===== src/rtl/ffra_pkg.sv =====
package ffra_pkg;

  localparam int IDX_W    = 11;
  localparam int STRIDE_W = 9;
  localparam int ADDR_W   = 64;
  localparam int FRAME_W  = 64;
  localparam int STEP_W   = IDX_W + STRIDE_W;
  localparam int CFG_IDX_W = 8;

  localparam logic [IDX_W-1:0]    USED_MAX     = 11'd2047;
  localparam logic [IDX_W-1:0]    CAP_RESET    = 11'd1024;
  localparam logic [STRIDE_W-1:0] STRIDE_RESET = 9'd32;

  localparam logic [1:0] OP_ALLOC   = 2'd0;
  localparam logic [1:0] OP_FINISH  = 2'd1;
  localparam logic [1:0] OP_RELEASE = 2'd2;

  localparam logic [1:0] STATUS_OK         = 2'd0;
  localparam logic [1:0] STATUS_RING_FULL  = 2'd1;
  localparam logic [1:0] STATUS_FENCE_FULL = 2'd2;

  localparam logic [CFG_IDX_W-1:0] REG_RING_CAPACITY = 8'd0;
  localparam logic [CFG_IDX_W-1:0] REG_SLOT_STRIDE   = 8'd1;
  localparam logic [CFG_IDX_W-1:0] REG_CPU_BASE      = 8'd2;
  localparam logic [CFG_IDX_W-1:0] REG_GPU_BASE      = 8'd3;

  typedef struct packed {
    logic [1:0]         op;
    logic [FRAME_W-1:0] frame_value;
  } in_t;

  typedef struct packed {
    logic [1:0]        status;
    logic [9:0]        slot_offset;
    logic [ADDR_W-1:0] cpu_handle;
    logic [ADDR_W-1:0] gpu_handle;
    logic [10:0]       used_count;
    logic [3:0]        frames_released;
  } out_t;

endpackage


===== src/rtl/ffra_ram.sv =====
module ffra_ram #(
  parameter int WIDTH = 75,
  parameter int DEPTH = 8
) (
  input  logic                     clk,
  input  logic                     wr_en,
  input  logic [$clog2(DEPTH)-1:0] wr_addr,
  input  logic [WIDTH-1:0]         wr_data,
  input  logic [$clog2(DEPTH)-1:0] rd_addr,
  output logic [WIDTH-1:0]         rd_data
);

  logic [WIDTH-1:0] mem [DEPTH];

  always_ff @(posedge clk) begin
    if (wr_en) begin
      mem[wr_addr] <= wr_data;
    end
    rd_data <= mem[rd_addr];
  end

endmodule


===== src/rtl/frame_fenced_ring_allocator.sv =====
// Ring allocator of single slots with a queue of frame fences.
// Input channel (in_valid, in_stall, in_data): one word per operation, either
// allocate a slot, finish a frame, or release the frames below a completed
// count. Every operation yields exactly one result word on the output channel
// (out_valid, out_stall, out_data), in order.
// Configuration (cfg_valid, cfg_ready, cfg_index, cfg_data) is always ready;
// writes to indices beyond the register list are ignored.
// Sequence: an allocate or finish passes through its own working state and
// then the done state, from which the result is loaded into the output
// register. A release stays in its pop state while fences are popped, since
// the fence memory has a registered read and one fence is examined per cycle.
// An unused op code goes straight to the done state.
// The output register decouples the sides: a new word is taken while a result
// still waits; if the receiver keeps stalling, the next result waits in its
// final state and the input stalls until the register frees.
// Reset (synchronous, active low) empties the ring and the fence queue and
// returns the registers to capacity 1024, stride 32 and zero bases; the fence
// memory itself is not cleared, as only written entries are ever read.
module frame_fenced_ring_allocator #(
  parameter int MAX_SLOTS   = 1024,
  parameter int FENCE_DEPTH = 8
) (
  input  logic                                clk,
  input  logic                                rst_n,
  input  logic                                in_valid,
  output logic                                in_stall,
  input  ffra_pkg::in_t                       in_data,
  output logic                                out_valid,
  input  logic                                out_stall,
  output ffra_pkg::out_t                      out_data,
  input  logic                                cfg_valid,
  output logic                                cfg_ready,
  input  logic [ffra_pkg::CFG_IDX_W-1:0]      cfg_index,
  input  logic [63:0]                         cfg_data
);

  localparam int IW = ffra_pkg::IDX_W;
  localparam int PW = $clog2(FENCE_DEPTH);
  localparam int CW = $clog2(FENCE_DEPTH + 1);
  localparam int SW = CW + 1;
  localparam int FW = ffra_pkg::FRAME_W + IW;

  typedef enum logic [4:0] {
    S_IDLE  = 5'b00001,
    S_ALLOC = 5'b00010,
    S_FENCE = 5'b00100,
    S_POP   = 5'b01000,
    S_DONE  = 5'b10000
  } state_t;

  typedef struct packed {
    logic [ffra_pkg::FRAME_W-1:0] frame_number;
    logic [IW-1:0]                tail;
  } fence_t;

  state_t state_r, state_nxt;

  logic [IW-1:0]                   cap_r;
  logic [ffra_pkg::STRIDE_W-1:0]   stride_r;
  logic [ffra_pkg::ADDR_W-1:0]     cpu_base_r;
  logic [ffra_pkg::ADDR_W-1:0]     gpu_base_r;

  logic [IW-1:0] head_r, head_nxt;
  logic [IW-1:0] tail_r, tail_nxt;
  logic [IW-1:0] used_r, used_nxt;
  logic [CW-1:0] cnt_r, cnt_nxt;
  logic [PW-1:0] rp_r, rp_nxt;

  logic [ffra_pkg::FRAME_W-1:0] fv_r, fv_nxt;
  logic [1:0]                   status_r, status_nxt;
  logic [IW-1:0]                slot_r, slot_nxt;
  logic [ffra_pkg::STEP_W-1:0]  step_r, step_nxt;
  logic                         hit_r, hit_nxt;
  logic [CW-1:0]                popped_r, popped_nxt;

  ffra_pkg::out_t out_r;
  logic           out_valid_r, out_valid_nxt;
  logic           out_load;

  logic [IW-1:0] cap_eff;

  logic          alloc_ok;
  logic [IW-1:0] alloc_slot, alloc_tail, alloc_gap, alloc_used;
  logic [IW:0]   alloc_sum;

  fence_t        rd_fence;
  logic [FW-1:0] rd_data;
  logic          pop_go;
  logic [IW-1:0] pop_gap, pop_used, pop_u1;
  logic [PW-1:0] rp_inc;

  logic          fence_full;
  logic [SW-1:0] wsum, wsum_m;
  logic          wr_en;
  fence_t        wr_fence;

  assign cap_eff = (32'(cap_r) > MAX_SLOTS) ? IW'(MAX_SLOTS) : cap_r;

  // Slot taking: the tail wraps to slot 0 when it would run past the end,
  // and the slots it skips are charged to the used count.
  always_comb begin
    alloc_ok   = 1'b0;
    alloc_slot = tail_r;
    alloc_tail = tail_r;
    alloc_gap  = (cap_eff > tail_r) ? cap_eff - tail_r : '0;
    alloc_sum  = (IW+1)'(used_r) + (IW+1)'(1);
    if (used_r < cap_eff) begin
      if (tail_r >= head_r) begin
        if ((IW+1)'(tail_r) + (IW+1)'(1) <= (IW+1)'(cap_eff)) begin
          alloc_ok   = 1'b1;
          alloc_tail = tail_r + IW'(1);
        end else if (head_r != '0) begin
          alloc_ok   = 1'b1;
          alloc_slot = '0;
          alloc_tail = IW'(1);
          alloc_sum  = (IW+1)'(used_r) + (IW+1)'(alloc_gap) + (IW+1)'(1);
        end
      end else begin
        alloc_ok   = 1'b1;
        alloc_tail = tail_r + IW'(1);
      end
    end
    alloc_used = (alloc_sum > (IW+1)'(ffra_pkg::USED_MAX)) ? ffra_pkg::USED_MAX
                                                          : alloc_sum[IW-1:0];
  end

  // Release of the fence at the read pointer; a fence tail at or below the
  // head means the ring wrapped, so the run to the end is released as well.
  assign rd_fence = fence_t'(rd_data);
  assign pop_go   = (cnt_r != '0) && (rd_fence.frame_number < fv_r);
  assign rp_inc   = (32'(rp_r) == 32'(FENCE_DEPTH - 1)) ? '0 : rp_r + PW'(1);

  always_comb begin
    pop_gap  = (cap_eff > head_r) ? cap_eff - head_r : '0;
    pop_u1   = (pop_gap > used_r) ? '0 : used_r - pop_gap;
    pop_used = used_r;
    if (used_r != '0) begin
      if (rd_fence.tail > head_r) begin
        pop_used = ((rd_fence.tail - head_r) > used_r) ? '0
                                                       : used_r - (rd_fence.tail - head_r);
      end else begin
        pop_used = (rd_fence.tail > pop_u1) ? '0 : pop_u1 - rd_fence.tail;
      end
    end
  end

  assign fence_full        = (cnt_r == CW'(FENCE_DEPTH));
  assign wsum              = SW'(rp_r) + SW'(cnt_r);
  assign wsum_m            = (wsum >= SW'(FENCE_DEPTH)) ? wsum - SW'(FENCE_DEPTH) : wsum;
  assign wr_fence.frame_number = fv_r;
  assign wr_fence.tail     = tail_r;

  always_comb begin
    state_nxt  = state_r;
    head_nxt   = head_r;
    tail_nxt   = tail_r;
    used_nxt   = used_r;
    cnt_nxt    = cnt_r;
    rp_nxt     = rp_r;
    fv_nxt     = fv_r;
    status_nxt = status_r;
    slot_nxt   = slot_r;
    step_nxt   = step_r;
    hit_nxt    = hit_r;
    popped_nxt = popped_r;
    wr_en      = 1'b0;
    case (state_r)
      S_IDLE: begin
        if (in_valid) begin
          fv_nxt     = in_data.frame_value;
          status_nxt = ffra_pkg::STATUS_OK;
          slot_nxt   = '0;
          step_nxt   = '0;
          hit_nxt    = 1'b0;
          popped_nxt = '0;
          case (in_data.op)
            ffra_pkg::OP_ALLOC:   state_nxt = S_ALLOC;
            ffra_pkg::OP_FINISH:  state_nxt = S_FENCE;
            ffra_pkg::OP_RELEASE: state_nxt = S_POP;
            default:              state_nxt = S_DONE;
          endcase
        end
      end
      S_ALLOC: begin
        if (alloc_ok) begin
          slot_nxt = alloc_slot;
          step_nxt = {{ffra_pkg::STRIDE_W{1'b0}}, alloc_slot}
                     * {{IW{1'b0}}, stride_r};
          hit_nxt  = 1'b1;
          tail_nxt = alloc_tail;
          used_nxt = alloc_used;
        end else begin
          status_nxt = ffra_pkg::STATUS_RING_FULL;
        end
        state_nxt = S_DONE;
      end
      S_FENCE: begin
        if (fence_full) begin
          status_nxt = ffra_pkg::STATUS_FENCE_FULL;
        end else begin
          wr_en   = 1'b1;
          cnt_nxt = cnt_r + CW'(1);
        end
        state_nxt = S_DONE;
      end
      S_POP: begin
        if (pop_go) begin
          head_nxt   = rd_fence.tail;
          used_nxt   = pop_used;
          rp_nxt     = rp_inc;
          cnt_nxt    = cnt_r - CW'(1);
          popped_nxt = popped_r + CW'(1);
        end else begin
          state_nxt = S_DONE;
        end
      end
      S_DONE: begin
        if (!out_valid_r || !out_stall) begin
          state_nxt = S_IDLE;
        end
      end
      default: state_nxt = S_IDLE;
    endcase
  end

  // The memory always reads the entry that the read pointer will hold next,
  // so the oldest fence is on the read port whenever a release looks at it.
  ffra_ram #(
    .WIDTH (FW),
    .DEPTH (FENCE_DEPTH)
  ) u_fence_ram (
    .clk     (clk),
    .wr_en   (wr_en),
    .wr_addr (wsum_m[PW-1:0]),
    .wr_data (FW'(wr_fence)),
    .rd_addr (rp_nxt),
    .rd_data (rd_data)
  );

  assign out_load      = (state_r == S_DONE) && (!out_valid_r || !out_stall);
  assign out_valid_nxt = out_load ? 1'b1 : (out_valid_r && out_stall);

  always_ff @(posedge clk) begin
    if (!rst_n) begin
      state_r     <= S_IDLE;
      head_r      <= '0;
      tail_r      <= '0;
      used_r      <= '0;
      cnt_r       <= '0;
      rp_r        <= '0;
      out_valid_r <= 1'b0;
      cap_r       <= ffra_pkg::CAP_RESET;
      stride_r    <= ffra_pkg::STRIDE_RESET;
      cpu_base_r  <= '0;
      gpu_base_r  <= '0;
    end else begin
      state_r     <= state_nxt;
      head_r      <= head_nxt;
      tail_r      <= tail_nxt;
      used_r      <= used_nxt;
      cnt_r       <= cnt_nxt;
      rp_r        <= rp_nxt;
      out_valid_r <= out_valid_nxt;
      if (cfg_valid && cfg_ready) begin
        case (cfg_index)
          ffra_pkg::REG_RING_CAPACITY: cap_r      <= cfg_data[IW-1:0];
          ffra_pkg::REG_SLOT_STRIDE:   stride_r   <= cfg_data[ffra_pkg::STRIDE_W-1:0];
          ffra_pkg::REG_CPU_BASE:      cpu_base_r <= cfg_data;
          ffra_pkg::REG_GPU_BASE:      gpu_base_r <= cfg_data;
          default: ;
        endcase
      end
    end
  end

  always_ff @(posedge clk) begin
    fv_r     <= fv_nxt;
    status_r <= status_nxt;
    slot_r   <= slot_nxt;
    step_r   <= step_nxt;
    hit_r    <= hit_nxt;
    popped_r <= popped_nxt;
    if (out_load) begin
      out_r.status          <= status_r;
      out_r.slot_offset     <= slot_r[9:0];
      out_r.cpu_handle      <= hit_r ? cpu_base_r + ffra_pkg::ADDR_W'(step_r) : '0;
      out_r.gpu_handle      <= hit_r ? gpu_base_r + ffra_pkg::ADDR_W'(step_r) : '0;
      out_r.used_count      <= used_r;
      out_r.frames_released <= 4'(popped_r);
    end
  end

  assign in_stall  = (state_r != S_IDLE);
  assign out_valid = out_valid_r;
  assign out_data  = out_r;
  assign cfg_ready = 1'b1;

`ifndef SYNTH
  a_fence_count_bound: assert property (@(posedge clk) disable iff (!rst_n)
    32'(cnt_r) <= FENCE_DEPTH)
    else $error("fence count exceeds the queue depth");

  a_pop_needs_entry: assert property (@(posedge clk) disable iff (!rst_n)
    (state_r == S_POP && pop_go) |-> cnt_r != '0)
    else $error("fence popped from an empty queue");

  a_alloc_moves_tail: assert property (@(posedge clk) disable iff (!rst_n)
    (state_r == S_ALLOC && alloc_ok) |=> tail_r != '0)
    else $error("tail left at zero after a successful allocate");

  a_done_holds: assert property (@(posedge clk) disable iff (!rst_n)
    (state_r == S_DONE && out_valid_r && out_stall) |=> state_r == S_DONE)
    else $error("result dropped while the output register was held");
`endif

endmodule

===== config.mk =====
export PLATFORM = sky130hd
export DESIGN_NAME = frame_fenced_ring_allocator
export DESIGN_NICKNAME = d
export VERILOG_FILES = /design/src/rtl/ffra_pkg.sv /design/src/rtl/ffra_ram.sv /design/src/rtl/frame_fenced_ring_allocator.sv
export SDC_FILE = /design/constraint.sdc
export NUM_CORES = 2
export LEC_CHECK = 0
export ABC_AREA = 0
export BUFFER_PORTS_ARGS = -buffer_cell sky130_fd_sc_hd__buf_2
export CAP_MARGIN = 20
export CORE_UTILIZATION = 61
export CTS_CLUSTER_SIZE = 28
export DETAILED_ROUTE_END_ITERATION = 10
export PLACE_DENSITY_LB_ADDON = 0.05
export SETUP_SLACK_MARGIN = 0.1
export SLEW_MARGIN = 0
export SYNTH_ARGS = -nofsm -noshare
export SYNTH_HDL_FRONTEND = slang
export SYNTH_HIERARCHICAL = 1
export SYNTH_SLANG_ARGS = --single-unit

===== constraint.sdc =====
create_clock -name clk -period 12.6 [get_ports clk]
set_clock_uncertainty 0.05 [all_clocks]
set_input_delay 0 -clock clk [delete_from_list [all_inputs] [get_ports clk]]
set_output_delay 0 -clock clk [all_outputs]
set_load 0.005 [all_outputs]

Word-level counts from Yosys, hierarchy flattened
Memory sizes are Yosys's and may differ from the RTL's. A register that Yosys moved wholly into a read port is not among the register bits.
Cells that the tools add are included.
{"block": "totals", "register_bits": 450, "elab_cells": 170, "ram_bits": 600, "input_bits": 143, "n_memories": 1, "out_inout_bits": 158}
{"block": "classes", "order_cmp": 13, "n_eq_ne": 23, "mux": 60, "n_reduce_logical": 30, "addsub": 19, "mul": 1}
{"name": "u_fence_ram.mem", "words": 8, "word_bits": 75, "read_ports": 1, "rd_ports_with_merged_regs": 1, "write_ports": 1, "line_no": "ffra_ram.sv:13", "text": "logic [WIDTH-1:0] mem [DEPTH];"}
{"cell": "11-bit two-way mux", "n": 18}
{"cell": "64-bit by 20-bit adder with 64-bit output", "n": 2}
{"cell": "11-bit greater-than comparator", "n": 6}
{"cell": "11-bit subtractor", "n": 6}
{"cell": "64-bit less-than comparator", "n": 1}
{"cell": "12-bit two-way mux", "n": 4}
{"cell": "20-bit two-way mux", "n": 2}
{"cell": "20-bit case mux with 2 select lines", "n": 1}
{"cell": "11-bit by 1-bit adder with 12-bit output, second input constant", "n": 2}
{"cell": "11-bit case mux with 2 select lines", "n": 1}
{"cell": "11-bit nonzero test", "n": 2}
{"cell": "11-bit by 9-bit multiplier with 20-bit output", "n": 1}
{"cell": "10-bit two-way mux", "n": 2}
{"cell": "10-bit case mux with 2 select lines", "n": 1}
{"cell": "5-bit case mux with 4 select lines", "n": 1}
{"cell": "8-bit by 2-bit equality test with 1-bit output, second input constant", "n": 2}
{"cell": "4-bit two-way mux", "n": 4}
{"cell": "2-bit inequality test, second input constant", "n": 8}
{"cell": "4-bit case mux with 2 select lines", "n": 2}
{"cell": "5-bit two-way mux", "n": 3}
{"cell": "5-bit case mux with 3 select lines", "n": 1}
{"cell": "11-bit by 11-bit adder with 12-bit output", "n": 1}
{"cell": "12-bit by 1-bit adder with 12-bit output, second input constant", "n": 1}
{"cell": "12-bit by 11-bit greater-than comparator with 1-bit output, second input constant", "n": 1}
{"cell": "41 further kinds", "n": 73}

Logic depth before layout (Yosys ltp)
{"block": "depth", "depth_word": 14, "mapped_depth": 35, "mapped_depth_nobuf": 34}

Cells and area by module
The synthesis kept the hierarchy.
{"mod": "frame_fenced_ring_allocator", "seq_area_each_um2": 11571.1, "n_inst": 1, "area_each_um2": 28711.3, "cells_each": 3125}
{"mod": "ffra_ram", "seq_area_each_um2": 19518.7, "n_inst": 1, "area_each_um2": 24049.3, "cells_each": 955}

Worst setup path before layout
No wires, ideal clock.
{"block": "synth_path", "path_kind": "reg2reg", "start": "register state_r[2]", "end": "register out_r (netlist bit out_data[0]) (enable)", "setup_ps": 720, "stages_incl_launch_ff": 4, "required_time_ps": 11830, "arrival_ps": 8159, "synth_period_minus_slack_ps": 8929, "setup_slack_ps": 3671, "path_buffers": 0, "path_cell_list": "dfxtp_1 -> nor3_1 -> nand3b_1 -> a21oi_1"}
{"block": "synth_via", "elab_chain_len": 2}
{"element": "start, declared", "line_no": "frame_fenced_ring_allocator.sv:56", "text": "state_t state_r, state_nxt;"}
{"element": "start signal, assigned", "line_no": "frame_fenced_ring_allocator.sv:257", "text": "state_r <= state_nxt;"}
{"element": "5-bit equality test", "line_no": "frame_fenced_ring_allocator.sv:240", "text": "assign out_load = (state_r == S_DONE) && (!out_valid_r || !out_stall);"}
{"element": "1-bit logical AND", "line_no": "frame_fenced_ring_allocator.sv:240"}
{"element": "via out_load", "line_no": "frame_fenced_ring_allocator.sv:78", "text": "logic out_load;"}
{"element": "end, declared", "line_no": "frame_fenced_ring_allocator.sv:76", "text": "ffra_pkg::out_t out_r;"}
The timed path passes the listed nets, and every way through them passes these cells.
A chain may end at the register's enable or synchronous reset.

Final worst setup path
{"block": "layout_path", "start": "register tail_r[1]", "end": "register step_r[18] (netlist name), data pin"}
{"block": "layout_via", "elab_chain_len": 8, "word_cells_on_any_way": 10, "cone_classes": "add/sub (1); mul (1); order compare (2); mux (6)"}
{"element": "start, declared", "line_no": "frame_fenced_ring_allocator.sv:64", "text": "logic [IW-1:0] tail_r, tail_nxt;"}
{"element": "start signal, assigned", "line_no": "frame_fenced_ring_allocator.sv:259", "text": "tail_r <= tail_nxt;"}
{"element": "11-bit by 1-bit adder with 12-bit output", "line_no": "frame_fenced_ring_allocator.sv:109", "text": "if ((IW+1)'(tail_r) + (IW+1)'(1) <= (IW+1)'(cap_eff)) begin"}
{"element": "12-bit by 11-bit <= comparator with 1-bit output", "line_no": "frame_fenced_ring_allocator.sv:109"}
{"element": "11-bit two-way mux", "line_no": "frame_fenced_ring_allocator.sv:109"}
{"element": "11-bit two-way mux", "line_no": "frame_fenced_ring_allocator.sv:108", "text": "if (tail_r >= head_r) begin"}
{"element": "11-bit two-way mux (*)", "line_no": "frame_fenced_ring_allocator.sv:107", "text": "if (used_r < cap_eff) begin"}
{"element": "11-bit by 9-bit multiplier with 20-bit output (*)", "line_no": "frame_fenced_ring_allocator.sv:188", "text": "* {{IW{1'b0}}, stride_r};"}
{"element": "20-bit two-way mux (*)", "line_no": "frame_fenced_ring_allocator.sv:185", "text": "if (alloc_ok) begin"}
{"element": "20-bit case mux with 2 select lines (*)", "line_no": "frame_fenced_ring_allocator.sv:167", "text": "case (state_r)"}
{"element": "end signal, assigned", "line_no": "frame_fenced_ring_allocator.sv:280", "text": "step_r <= step_nxt;"}
{"element": "end, declared", "line_no": "frame_fenced_ring_allocator.sv:72", "text": "logic [ffra_pkg::STEP_W-1:0] step_r, step_nxt;"}
Every way passes the cells marked *; elsewhere a longest branch is shown, timed or not. The select of a mux whose other input is x is not followed.

==> run metrics <==
multi-input logic area=0.0201 mm²; global-route wire length before repair=192 mm; Worst Max-Slew Pin Slew=1.12 ns; CTS tree=yes; Worst R2R Path Depth=33; maximum capacitance violations=0; Peak VDD IR=0.193 mV; Avg Vias per Cell=roughly 6; post-route antenna net violation count=0; reg2reg start=tail_r[1]; Sequential Area=0.0311 mm²; setup violators final=0; Worst path depth=33; Die W=296 µm; DRT iter0 DRCs=2,562; power per cell area=roughly 130 mW/mm²; CORE AREA=0.0854 mm²; clk_lat worst skew=0.70 ns; critical path class=flop to flop; register-to-register setup slack=3.34 ns; crit-path max cell delay=0.80 ns; CTS clk-pin slew, worst paths=0.07 ns; Final min period=between 9 and 10 ns; total global routing overflow=0; max frequency=108 MHz; EDFF count, synth=approximately 860; top-count cell post-synth=edfxtp_1; TNS Setup=0 ns; HPWL Detailed=80.3 mm; final hold slack=between 0.02 and 0.025 ns; H-tree depth=3; delay-heaviest family, CP=simple AND/OR/NAND/NOR gates; CTS buffer count=109; wire per inst=roughly 22 µm; cell chosen for the clock root=clkbuf_16; # nets final=5,065; syn avg cell area=12.9 µm²; Slew Limit Headroom=25.6%; worst path arrival time=9.59 ns; Power, Total=7980 µW; Netlist cell types=a little under 90; Net Count, Synth=4,559; largest net degree at the start of global routing=107; r2r endpoint=step_r[18]; initial core utilization=61.8%; number of global-route vias before repair=roughly 33,000; main area contributors after synthesis=edfxtp_1 49%, dfxtp_1 10%, mux4_2 6.4%; final hold vios=0; via count=34,400; post-CTS sizing=0; leakage power=approximately 0.023 µW; setup bufs post-CTS=0; Critical path buffers and inverters=4; DR DRC count=0; Filler Cell Count=6,004; worst min path class=input port to flop; port bufs=299; Critical Path Source Type=flop; Post-synth ARST share=0%; initial antenna violation count=7; DIE AREA=between 0.08 and 0.09 mm²; CP endpoint kind=flop; share of cells above drive strength 1=17.0%; register bit count reported by yosys=1,125; commonest cells in the netlist=856 x edfxtp_1, 457 x nand2_1, 290 x a21oi_1, 269 x dfxtp_1, 261 x ha_1; register area share after synthesis=58.9%; area leader, netlist=edfxtp_1; Synth warnings=6; drt pass-1 iters=6; GR Util All Layers=28.9%; Boundary Pins=301; Crit path top cell by count=ha_1; fin. max-slew vios=0; DIE HEIGHT=slightly below 300 µm; Area growth syn-to-layout=16.1%; WP data required=between 10 and 15 ns; Tcrit/Tclk final=73.5%; clk buf depth=3; synthesized instance count=roughly 4,100; share of the synthesized area in the top cell type=48.7%; unrepaired setup endpoints after global routing=no; Worst Setup SP=tail_r[1]; RD Place Congestion=0.934; predominant post-synthesis flop cell=edfxtp_1; Netlist Area Pre-Place=0.0528 mm²; Site Rows=107; crit path to=step_r[18]; critical path's slowest cell=dfxtp_1; largest fanout on the critical path=20; TritonCTS Sinks=1,125; outcome=finished clean; Detailed Route WL=around 130 mm
==> metrics by stage <==
step | std cells | cell area (µm²) | util, % | worst slack [ns]
6_report | 5832 | 61300 | 71.7 | 3.34
3_5_place_dp | 5406 | 55500 | 64.9 | 3.45
2_1_floorplan | 4080 | 52800 | - | 3.67
3_3_place_gp | 5405 | 55500 | 64.9 | 3.67
5_1_grt | 5829 | 61300 | 71.7 | 2.50
4_1_cts | 5824 | 61200 | 71.7 | 3.41
==> kinds of logic (layout without fill, tap and decap cells) <==
kind of cell / after synthesis / count (layout) / synth area share (%)
buffers and inverters: 424 / 1027 / 3.23
and+or+nand+nor: 1173 / 1173 / 10.6
adders and majority gates: 336 / 336 / 9.04
DFF: 1125 / 1125 / 58.9
other: 1 / 6 / 0.00711
xor gates and xnor gates: 176 / 176 / 2.92
AOI/OAI and AO/OA: 606 / 606 / 6.97
muxes: 239 / 239 / 8.27
==> cell type report <==
type | instances | share of cell area, %
Clock buffer | 158 | 5.02
Timing Repair Buffer | 558 | 6.51
Sequential cell | 1125 | 50.7
Antenna cell | 5 | 0.0204
Inverter | 261 | 1.61
Multi-Input combinational cell | 2531 | 32.8
Tap cell | 1144 | 2.34
Clock inverter | 50 | 0.933
==> state kept, by name, indices dropped and copies added (netlist names) <==
register,flops
u_fence_ram/mem,600
out_data,155
u_fence_ram/rd_data,75
cpu_base_r,64
fv_r,64
gpu_base_r,64
step_r,20
cap_r,11
head_r,11
tail_r,11
used_r,11
slot_r,10
stride_r,9
state_r,5
cnt_r,4
popped_r,4
rp_r,3
status_r,2
hit_r,1
out_valid,1
==> worst min path at each step <==
stage / cells after the start / start / slack (ns) / to
after floorplan: 1 / in_data[65] / 0.03 / state_r[1]
after global placement: 1 / in_data[11] / 0.13 / fv_r[11]
after detailed placement: 1 / in_data[20] / 0.13 / fv_r[20]
after CTS: 2 / in_data[43] / 0.002 / fv_r[43]
after global routing: 2 / in_data[54] / 0.01 / fv_r[54]
final: 2 / in_data[54] / 0.02 / fv_r[54]
==> cells in the final DEF (no fill, tap or decap), types with 76 or more instances in the layout <==
master,n
nand3_1,94
edfxtp_1,856
mux4_2,150
nor2_1,237
ha_1,261
dlygate4sd3_1,210
xnor2_1,101
mux2_2,76
and3_1,91
inv_1,258
clkbuf_16,112
nand2_1,457
o21ai_0,81
dfxtp_1,269
buf_2,300
a21oi_1,289
==> timing repair <==
action	4_1_cts	5_1_grt
hold buffers	210	0
setup endpoints to repair	0	0
endpoints found under the hold margin	319	0
==> per-layer routing <==
| metal | vias to the layer above | wire [µm] | global-route usage, % |
|---|---|---|---|
| met3 | 229 | 8560 | 4.22 |
| met4 | 2 | 4190 | 10.2 |
| li1 | 16000 | - | - |
| met1 | 17000 | 53900 | 40.3 |
| met2 | 1204 | 59300 | 46.4 |
| met5 | - | 10 | 0 |
==> power by group <==
group	total (µW)	internal, µW	switching, µW
logic	449	173	276
clock network	3290	1890	1390
registers	4250	4150	99.1
Note: power is estimated with default switching activity, not from simulation.
